===== src/hdl/rbm_sqrt_cell.sv =====
// rbm_sqrt_cell: one digit-by-digit integer square root step, one root bit
// per cell. No dependencies.
module rbm_sqrt_cell #(
	parameter int RB = 17,
	parameter int SW = 35
) (
	input  logic            clk,
	input  logic            arst_n,
	input  logic            en,
	input  logic            in_valid,
	input  logic [2*RB-1:0] rad_in,
	input  logic [RB+1:0]   rem_in,
	input  logic [RB-1:0]   root_in,
	input  logic [SW-1:0]   side_in,
	output logic            out_valid,
	output logic [2*RB-1:0] rad_out,
	output logic [RB+1:0]   rem_out,
	output logic [RB-1:0]   root_out,
	output logic [SW-1:0]   side_out
);

	logic [RB+3:0]   rem_sh;
	logic [RB+3:0]   trial;
	logic            ge;
	logic [RB+1:0]   rem_nx;
	logic [RB-1:0]   root_nx;
	logic            valid_q;
	logic [2*RB-1:0] rad_q;
	logic [RB+1:0]   rem_q;
	logic [RB-1:0]   root_q;
	logic [SW-1:0]   side_q;

	// bring down two radicand bits and try 4*root+1
	always_comb begin
		rem_sh  = {rem_in, rad_in[2*RB-1:2*RB-2]};
		trial   = {2'b00, root_in, 2'b01};
		ge      = rem_sh >= trial;
		rem_nx  = ge ? (RB+2)'(rem_sh - trial) : (RB+2)'(rem_sh);
		root_nx = {root_in[RB-2:0], ge};
	end

	always_ff @(posedge clk or negedge arst_n) begin
		if (!arst_n) begin
			valid_q <= 1'b0;
		end else if (en) begin
			valid_q <= in_valid;
		end
	end

	always_ff @(posedge clk) begin
		if (en) begin
			rad_q  <= {rad_in[2*RB-3:0], 2'b00};
			rem_q  <= rem_nx;
			root_q <= root_nx;
			side_q <= side_in;
		end
	end

	assign out_valid = valid_q;
	assign rad_out   = rad_q;
	assign rem_out   = rem_q;
	assign root_out  = root_q;
	assign side_out  = side_q;

endmodule


===== config.mk =====
export PLATFORM = sky130hd
export DESIGN_NAME = rbm_sqrt_cell
export DESIGN_NICKNAME = d
export VERILOG_FILES = /design/src/hdl/rbm_sqrt_cell.sv
export SDC_FILE = /design/constraint.sdc
export NUM_CORES = 1
export LEC_CHECK = 0
export ABC_AREA = 1
export BUFFER_PORTS_ARGS = -buffer_cell sky130_fd_sc_hd__buf_4
export CELL_PAD_IN_SITES_DETAIL_PLACEMENT = 1
export CELL_PAD_IN_SITES_GLOBAL_PLACEMENT = 2
export CORE_MARGIN = 2
export CORE_UTILIZATION = 30
export CTS_CLUSTER_DIAMETER = 200
export CTS_CLUSTER_SIZE = 24
export DETAILED_ROUTE_END_ITERATION = 6
export GPL_TIMING_DRIVEN = 0
export PLACE_DENSITY_LB_ADDON = 0.08
export SLEW_MARGIN = 30
export SYNTH_ARGS = -nofsm -noshare
export SYNTH_HDL_FRONTEND = slang
export SYNTH_SLANG_ARGS = --single-unit
export TNS_END_PERCENT = 20

===== constraint.sdc =====
create_clock -name clk -period 1.6 [get_ports clk]
set_input_delay 0.24 -clock clk [delete_from_list [all_inputs] [get_ports clk]]
set_output_delay 0.24 -clock clk [all_outputs]
set_load 0.01 [all_outputs]

==> flow_summary.yaml <==
route:
  via_per_inst: 4.37
  wire_per_inst_um: 16.8
  first_pass_iters: 4
  drtAntennaViolNets: 0
  drtIter0Drc: 200
  drc: 0
  routed-via-count: 3736
  routed_wl_um: 14300
cells_and_area:
  drive_gt1_share_pct: 48.9
  syn2layout_area_growth_pct: 54.8
  antennaDiodeCount: 0
  fin_cells: 855
  fill_cells: 1680
  num-nets-final: 767
  stdcell_area_um2: 7300
floorplan:
  initial_core_util_pct: 30.9
  placementRows: 45
  ioPinCount: 215
  die_h_um: 129
  dieArea_um2: 16700
  core_area_um2: 15300
  die_w_um: 129
synth:
  synthTopCellsByArea: "edfxtp_1, nand2_1, ha_1, inv_1, nand3_1"
  synthXorXnorAreaFrac_pct: 1.49
  synth-seq-cells: 104
  yosysTopAreaCellShare_pct: 65.6
  synth_compound_area_share_pct: 2.39
  synth_fa_ha_area_share_pct: 5.04
  synth_cells: 408
  synth-main-ff-cell: "edfxtp_1"
  synthArstFlopShare_pct: 0.962
  synth_top_family_by_area: "simple AND/OR/NAND/NOR gates"
  synth_edf_count: 103
  yosysSeqAreaShare_pct: 66.1
  syn_avg_cell_area_um2: 11.6
  yosysTopAreaCell: "edfxtp_1"
  netlist_top_cells_count: "nand2_1, edfxtp_1, inv_1"
  ys.warnings.count: 0
  synth_cell_types: 28
  yosysMostFrequentCell: "nand2_1"
  syn_area_um2: 4720
  synthSimpleGateAreaFrac_pct: 19.1
  muxShareOfSynthArea_pct: 0.239
sta:
  fmax_ghz: 0.653
  slew_violations: 0
  grt_setup_unrepaired: "true"
  hold_violations: 0
  skew_ps: 0
  worst_pin_slew_ps: 857
  slew_headroom_pct: 42.9
  setup_tns_ps: 0
  min_period_ps: 1530
  period_share_pct: 95.7
  setup_viol: 0
  hold_ws_ps: 54.6
placement:
  dpl_cell_area_um2: 6850
  gp_congestion: 0.776
  hpwl_um: 11000
  io_buffers: 212
  dp_cells: 832
clock_network:
  clockBufferDepth: 2
  root_buffer: "clkbuf_16"
  cts_tree: "built"
  clock_latency_ps: 350
  htree_levels: 3
  clkSlewWorstSetupHoldPaths_ps: 80
  cts_made_buffers: 9
  cts.sinks: 104
power_and_ir_drop:
  ir_worst_vdd_uv: 458
  power.density_nw_per_um2: 978
  leakage_uw: 0.00330
run:
  drv_cap: 0
worst_setup_path:
  cp_max_fo: 10
  r2r_start: "out_valid"
  crit_arrival_ps: 1640
  start_kind: "input pin"
  timing.rr.end: "out_valid"
  regToRegSetupSlack_ps: 860
  required_ps: 1710
  path_class: "in2reg"
  crit_path_end_kind: "flip-flop"
  rr_worst_depth: 1
global_routing:
  grt_pass1_wl_um: 21700
  overflow: 0
  antenna_found_initial: 0
  grt_pass1_vias: 3897
  grtUsageTotal_pct: 17.1
  grt_max_degree: 105
worst_hold_path:
  min_to: "side_out[14]"
  min_path_type: "in2reg"
  hold_start: "side_in[14]"
  min_path_cells: 1
run_status:
  status: "complete, no violations"
==> sequential cells by signal, indices dropped and copies added, names as in the netlist <==
signal,flops
rem_out,19
out_valid,1
root_out,17
side_out,35
rad_out,32
==> placed cells by master (no fill, tap or decap), types with 2 or more instances in the layout <==
cell type / count
a21oi_1: 9
a21oi_2: 5
a21oi_4: 2
buf_4: 219
clkbuf_16: 9
clkbuf_8: 3
conb_1: 2
edfxtp_1: 103
ha_1: 2
ha_4: 16
inv_1: 40
inv_2: 11
inv_4: 2
inv_6: 2
nand2_1: 99
nand2_2: 11
nand2_4: 8
nand3_1: 30
nand3_2: 11
nand3b_1: 5
nor2_1: 21
nor2_4: 3
nor3_1: 3
o21ai_0: 4
xor2_1: 8
==> how the worst max path moves through the flow <==
| stage | startpoint | endpoint | slack [ps] |
|---|---|---|---|
| global route | root_in[3] | rem_out[17] | -8 |
| global placement | rem_in[14] | rem_out[13] | -480 |
| floorplan | root_in[4] | rem_out[12] | -50 |
| CTS | root_in[4] | rem_out[13] | 40 |
| finish | root_in[10] | rem_out[13] | 70 |
| detailed placement | rem_in[14] | rem_out[13] | -480 |
==> cell type report <==
| class | count | area [um2] | share of cell area (%) |
|---|---|---|---|
| plain buffers | 6 | 71.3 | 0.977 |
| clock buffers | 10 | 239 | 3.27 |
| clock inverters | 6 | 61.3 | 0.840 |
| inverters | 54 | 220 | 3.02 |
| multi-input cells | 245 | 1670 | 22.9 |
| flip-flops and latches | 104 | 3120 | 42.7 |
| well taps | 211 | 264 | 3.62 |
| repair buffers | 219 | 1660 | 22.7 |
==> critical path: stages <==
cell and delay (ps):
buf_4 120, inv_1 70, ha_4 230, a21oi_2 180, nand2_2 110, a21oi_4 160
nand2_4 90, nand2_8 90, nand2_4 70, buf_12 160, nand3_2 70, nand2_1 50
==> kinds of logic after synthesis <==
group / Yosys count
and+or+nand+nor: 194
DFF: 104
buffers and inverters: 60
AOI/OAI and AO/OA: 21
adders and majority gates: 19
xor gates and xnor gates: 8
other: 1
muxes: 1
==> through the flow <==
step                util, %  setup slack (ps)  power [uW]
floorplan                 -             -54.6        4120
global placement       44.8              -484        4930
detailed placement     44.9              -480        4950
CTS                    47.2              38.3        7210
global route           47.9             -7.72        7520
finish                 47.9              69.1        7140
==> timing repair <==
action                     CTS  global route
pin swaps                    2             6
setup endpoints to repair   18            19
hold endpoints to repair     1             0
hold buffers                 1             0
setup buffers                3             3
gates resized for setup      3            19
==> metal layers <==
metal  wire (um)  global-route usage [%]  share of wire (%)  vias to the layer above
met5           0                       0                  0                        -
met1        6130                    21.5                 43                     1746
met3        1060                    4.29                7.4                       18
li1            -                       -                  -                     1833
met2        6910                    28.9                 48                      139
met4         235                    5.50                1.6                        0
==> power breakdown <==
| part | internal (uW) | switching [uW] | leakage (uW) | total, uW |
|---|---|---|---|---|
| Clock | 1140 | 1090 | 0.000144 | 2220 |
| Combinational | 770 | 792 | 0.00213 | 1560 |
| Sequential | 3290 | 68.4 | 0.00102 | 3360 |
Note: power is estimated with default switching activity, not from simulation.
