**src/hdl/rbm_pkg.sv**
```systemverilog
// rbm_pkg: shared constants, lane types and coefficient tables of the ripple
// bump-map texel pipeline. Used by the divider cell, the polynomial cell and by the top level.
// No dependencies.
package rbm_pkg;

	// default sizes, handed down to the top level parameters
	localparam int COORD_BITS_DEF = 12;
	localparam int FRAC_BITS_DEF  = 16;

	// configuration port
	localparam int CFG_W      = 13;
	localparam int SCALE_W    = 8;
	localparam int CFG_ADDR_W = 2;

	localparam logic [CFG_ADDR_W-1:0] REG_IMAGE_WIDTH  = 2'd0;
	localparam logic [CFG_ADDR_W-1:0] REG_IMAGE_HEIGHT = 2'd1;
	localparam logic [CFG_ADDR_W-1:0] REG_U_SCALE      = 2'd2;
	localparam logic [CFG_ADDR_W-1:0] REG_V_SCALE      = 2'd3;

	localparam logic [CFG_W-1:0]   WIDTH_RESET  = 13'd256;
	localparam logic [CFG_W-1:0]   HEIGHT_RESET = 13'd256;
	localparam logic [SCALE_W-1:0] SCALE_RESET  = 8'd1;

	// phase to turns and exponent scaling constants
	localparam logic [63:0] INV_TWO_PI_Q32 = 64'd683565276;
	localparam logic [63:0] LOG2E_Q30      = 64'd1549082005;
	localparam logic [31:0] LN2_Q30        = 32'd744261118;

	// constant multipliers are split into two halves for the partial products
	localparam int MUL_W    = 38;
	localparam int MUL_LO_W = 19;
	localparam logic [MUL_W-1:0] MUL_A1  = MUL_W'(64'd300 * INV_TWO_PI_Q32);
	localparam logic [MUL_W-1:0] MUL_A2  = MUL_W'(64'd150 * INV_TWO_PI_Q32);
	localparam logic [MUL_W-1:0] MUL_A3  = MUL_W'(64'd140 * INV_TWO_PI_Q32);
	localparam logic [MUL_W-1:0] MUL_EXP = MUL_W'(64'd5 * LOG2E_Q30);

	localparam logic [31:0] QUARTER_TURN = 32'h4000_0000;
	localparam logic [30:0] Q30_ONE      = 31'h4000_0000;

	// polynomial chain layout
	localparam int SIN_LANES      = 6;
	localparam int SIN_ORDER      = 4;
	localparam int SIN_FINAL_STEP = SIN_ORDER + 1;
	localparam int EXP_ORDER      = 7;
	localparam int POLY_STEPS     = 8;

	// one sine evaluation in flight
	typedef struct packed {
		logic [30:0] z;
		logic [30:0] x;
		logic [31:0] acc;
		logic        neg;
	} sin_lane_t;

	// the exponential in flight
	typedef struct packed {
		logic [29:0] w;
		logic [31:0] acc;
		logic [3:0]  n;
	} exp_lane_t;

	// odd sine polynomial, Q30
	function automatic logic [31:0] sin_coef(input int unsigned idx);
		logic [31:0] c;
		case (idx)
			0: c = 32'd1686629713;
			1: c = 32'd693598668;
			2: c = 32'd85569306;
			3: c = 32'd5026995;
			4: c = 32'd172272;
			default: c = 32'd0;
		endcase
		return c;
	endfunction

	// Taylor series of exp(-w), Q30
	function automatic logic [31:0] exp_coef(input int unsigned idx);
		logic [31:0] c;
		case (idx)
			0: c = 32'd1073741824;
			1: c = 32'd1073741824;
			2: c = 32'd536870912;
			3: c = 32'd178956971;
			4: c = 32'd44739243;
			5: c = 32'd8947849;
			6: c = 32'd1491308;
			7: c = 32'd213044;
			default: c = 32'd0;
		endcase
		return c;
	endfunction

endpackage

```
**src/hdl/rbm_div_cell.sv**
```systemverilog
// rbm_div_cell: one restoring division step for the x and y lanes, one
// quotient bit per cell. Depends on rbm_pkg.
module rbm_div_cell #(
	parameter int QW = 16,
	parameter int SW = 4
) (
	input  logic                                clk,
	input  logic                                arst_n,
	input  logic                                en,
	input  logic                                in_valid,
	input  logic [1:0][rbm_pkg::CFG_W-1:0]      divisor,
	input  logic [1:0][rbm_pkg::CFG_W-1:0]      rem_in,
	input  logic [1:0][QW-1:0]                  quo_in,
	input  logic [SW-1:0]                       side_in,
	output logic                                out_valid,
	output logic [1:0][rbm_pkg::CFG_W-1:0]      rem_out,
	output logic [1:0][QW-1:0]                  quo_out,
	output logic [SW-1:0]                       side_out
);

	logic [1:0][rbm_pkg::CFG_W:0]   trial;
	logic [1:0]                     ge;
	logic [1:0][rbm_pkg::CFG_W-1:0] rem_nx;
	logic [1:0][QW-1:0]             quo_nx;
	logic                           valid_q;
	logic [1:0][rbm_pkg::CFG_W-1:0] rem_q;
	logic [1:0][QW-1:0]             quo_q;
	logic [SW-1:0]                  side_q;

	// shift in the next dividend bit and try a subtract
	always_comb begin
		for (int i = 0; i < 2; i++) begin
			trial[i]  = {rem_in[i], 1'b0};
			ge[i]     = trial[i] >= {1'b0, divisor[i]};
			rem_nx[i] = ge[i] ? rbm_pkg::CFG_W'(trial[i] - {1'b0, divisor[i]})
			                  : rbm_pkg::CFG_W'(trial[i]);
			quo_nx[i] = {quo_in[i][QW-2:0], ge[i]};
		end
	end

	always_ff @(posedge clk or negedge arst_n) begin
		if (!arst_n) begin
			valid_q <= 1'b0;
		end else if (en) begin
			valid_q <= in_valid;
		end
	end

	always_ff @(posedge clk) begin
		if (en) begin
			rem_q  <= rem_nx;
			quo_q  <= quo_nx;
			side_q <= side_in;
		end
	end

	assign out_valid = valid_q;
	assign rem_out   = rem_q;
	assign quo_out   = quo_q;
	assign side_out  = side_q;

endmodule

```
**config.mk**
```make
export PLATFORM = sky130hd
export DESIGN_NAME = rbm_div_cell
export DESIGN_NICKNAME = d
export VERILOG_FILES = /design/src/hdl/rbm_pkg.sv /design/src/hdl/rbm_div_cell.sv
export SDC_FILE = /design/constraint.sdc
export NUM_CORES = 1
export LEC_CHECK = 0
export ABC_AREA = 0
export BUFFER_PORTS_ARGS = -buffer_cell sky130_fd_sc_hd__buf_4
export CAP_MARGIN = 5
export CORE_ASPECT_RATIO = 0.6
export CORE_MARGIN = 5
export CORE_UTILIZATION = 49
export CTS_BUF_LIST = sky130_fd_sc_hd__clkbuf_4 sky130_fd_sc_hd__clkbuf_8
export DETAILED_ROUTE_END_ITERATION = 7
export GPL_ROUTABILITY_DRIVEN = 0
export GPL_TIMING_DRIVEN = 1
export PLACE_DENSITY = 0.85
export SYNTH_ARGS = -nofsm -noshare
export SYNTH_HDL_FRONTEND = slang
export SYNTH_SLANG_ARGS = --single-unit
```
**constraint.sdc**
```tcl
create_clock -name clk -period 0.9 [get_ports clk]
set_input_delay 0.18 -clock clk [delete_from_list [all_inputs] [get_ports clk]]
set_output_delay 0.18 -clock clk [all_outputs]
set_load 0.02 [all_outputs]
```
==> flow_summary.json <==
{
  "fmax_mhz": 508,
  "setup_ws_ns": -1.07,
  "cts_buffers": 9,
  "post_dp_cell_area_um2": 5350,
  "fin_cells": 657,
  "synth-edff-count": 62,
  "crit_fanout": 7,
  "grt_pass1_vias": 3700,
  "setup_viol": 91,
  "viasPerCell": 5.80,
  "cts_tree": "yes",
  "ir_worst_vdd_uv": 981,
  "cts_sinks": 63,
  "stdcell_area_um2": 6540,
  "synth-seq-cells": 63,
  "routed_wl_um": 15000,
  "power_density_nw_per_um2": 1540,
  "cp.arrival_ns": 2.07,
  "rsz0062_at_grt": "yes",
  "hp-class": "input pin to flop",
  "clk_latency_ns": 0.35,
  "grt_pass1_wl_um": 19500,
  "reg2reg_slack_ns": 0.06,
  "p_seq_share_pct": 37.9,
  "core_um2": 7180,
  "pwr-share-clk_pct": 22.5,
  "ant_nets": 0,
  "io_buffers": 152,
  "htreeDepth": 3,
  "synth_top_area_cell": "edfxtp_1",
  "yosysTopAreaCellShare_pct": 51.9,
  "grt_usage_pct": 27.0,
  "nNetsFinal": 680,
  "area_delta_synth_final_pct": 82.5,
  "synth_seq_area_share_pct": 52.6,
  "fin_skew_ns": 0,
  "path_clk_slew_ns": 0.08,
  "drt_iter0_markers": 442,
  "firstDrtPassIters": 5,
  "synth_area_leaders": "edfxtp_1 (52%), ha_1 (9.1%), a21oi_1 (3.3%), inv_1 (3.3%), mux2_4 (3.3%)",
  "violations": "setup timing",
  "synth.most_common_cell": "edfxtp_1",
  "netlist_instances": 297,
  "finalCritPeriodShare_pct": 219,
  "postSynthNetCount": 417,
  "worst_slew_pin_slew_ns": 0.485,
  "end_kind": "flop",
  "async_flop_share_pct": 1.59,
  "p_sw_share_pct": 33.1,
  "grt-ovfl-total": 0,
  "run_status": "complete, but fails checks",
  "avgRoutedWirePerCell_um": 22.9,
  "max-clock-path-buffers": 2,
  "yosys_warnings": 0,
  "die_area_um2": 9190,
  "dieWidth_um": 120,
  "hold_viol": 0,
  "grt_max_degree": 26,
  "synth.avg_cell_area_um2": 12.1,
  "die_h_um": 76.3,
  "drive_above_1_share_pct": 56.6,
  "dr_total_vias": 3809,
  "fp-row-count": 24,
  "initial_utilization_pct": 50.0,
  "synth_area_um2": 3590,
  "place_inst": 596,
  "min_period_ns": 1.97,
  "p_sw_mw": 3.33,
  "cts_root_buffer": "clkbuf_8",
  "maxCapViolCount": 0,
  "synth.distinct_cells": 53,
  "internal-power_mw": 6.73,
  "grt_antenna_before_repair": 1,
  "io_pins": 155,
  "required_ns": 1.00,
  "hpwl_um": 8320,
  "p_leak_nw": 2.88,
  "crit_type": "input pin to flop",
  "post-route-drc-count": 0,
  "start_kind": "input pin",
  "relSlewSlack_pct": 67.5,
  "ys.flop_type": "edfxtp_1",
  "power_frac_comb_pct": 39.6,
  "synth_commonest_cells": "edfxtp_1 (62), inv_1 (32), nor2_1 (29)",
  "slew_viol_final": 0
}
-- worst paths after layout --
path / start / to / depth (start not counted)
worst min-delay path: quo_in[25] / quo_out[26]$_DFFE_PP_ / 1
worst max-delay path: divisor[22] / rem_out[22]$_DFFE_PP_ / 10
worst min register to register: out_valid$_DFFE_PN0P_ / out_valid$_DFFE_PN0P_ / 1
max in group asynchronous: arst_n / out_valid$_DFFE_PN0P_ / 2
min in group asynchronous: arst_n / out_valid$_DFFE_PN0P_ / 2
worst max register to register: out_valid$_DFFE_PN0P_ / out_valid$_DFFE_PN0P_ / 1
-- power by group through the flow --
stage                     Sequential [mW]  Clock, mW  Combinational (mW)
after detailed placement             3.79          0                3.00
final                                3.81       2.26                3.99
after floorplan                      4.20          0                1.16
after global routing                 3.84       2.42                4.17
after global placement               3.78          0                2.91
after CTS                            3.79       2.20                3.54
-- cells by family after synthesis --
| kind of cell | synth area share (%) |
|---|---|
| AO/OA/AOI/OAI | 15.0 |
| XOR/XNOR | 4.15 |
| adder cells (fa/ha/maj) | 10.2 |
| buffers and inverters | 4.33 |
| flip-flops | 52.6 |
| multiplexers | 5.51 |
| AND/OR/NAND/NOR | 8.17 |
-- cell usage in the layout (no fill, tap or decap), types with 6 or more instances in the layout --
cell type,netlist,layout
ha_4,0,8
dlygate4sd3_1,0,27
ha_1,26,16
o21ai_0,12,7
mux2_4,8,12
xor2_1,7,6
edfxtp_1,62,62
clkbuf_8,0,9
inv_1,32,27
xnor2_1,10,10
nor2_4,0,7
nor2_1,29,18
nand2b_1,8,8
nand2_1,8,7
buf_6,0,72
o211ai_1,6,6
a21oi_1,24,17
a21oi_2,2,8
buf_4,1,151
-- stage by stage --
stage	total power [mW]	setup WS (ns)	hold slack [ns]	setup TNS, ns	utilization, %
after floorplan	5.36	-1.22	-0.116	-29.16	-
after detailed placement	6.79	-1.40	-0.0396	-35.74	74.5
after global routing	10.4	-1.13	-0.0213	-41.55	91.2
after CTS	9.54	-0.989	0.000179	-34.31	86.4
after global placement	6.69	-1.31	-0.0440	-34.04	74.5
final	10.1	-1.07	0.000161	-37.93	91.2
-- layout make-up --
| class | count | area, µm² |
|---|---|---|
| flip-flops and latches | 63 | 1890 |
| well taps | 91 | 114 |
| multi-input cells | 198 | 1930 |
| diodes | 1 | 2.50 |
| fillers | 258 | 633 |
| repair buffers | 256 | 2320 |
| clock buffers | 10 | 131 |
| clock inverters | 6 | 37.5 |
| inverters | 32 | 128 |
-- state kept, by name (all words and copies together), names as in the netlist --
register	flops
out_valid	1
quo_out	32
rem_out	26
side_out	4
-- metal layers --
| layer | up-vias | global-route usage (%) | routed length, µm |
|---|---|---|---|
| met5 | - | 0 | 0 |
| met4 | 0 | 7.13 | 629 |
| met3 | 68 | 7.57 | 1380 |
| met2 | 285 | 46.0 | 7350 |
| met1 | 1830 | 34.0 | 5670 |
| li1 | 1626 | - | - |
-- repair_timing --
item                                    CTS  global route
gates cloned                              3             0
endpoints found under the setup margin   91            91
setup buffers                            12             2
pin swaps                                22            11
hold buffers                             10            17
resized for setup                       109            32
hold endpoints to repair                 10            17
-- worst max-delay path, cell delays in order --
cell and delay (ns):
buf_4 0.12, inv_1 0.07, ha_2 0.31, a21oi_1 0.18, o21ai_1 0.15, a21oi_2 0.18
o31ai_2 0.11, a41oi_4 0.26, buf_16 0.19, mux2_4 0.31
Power figures use the tool's default switching activity.
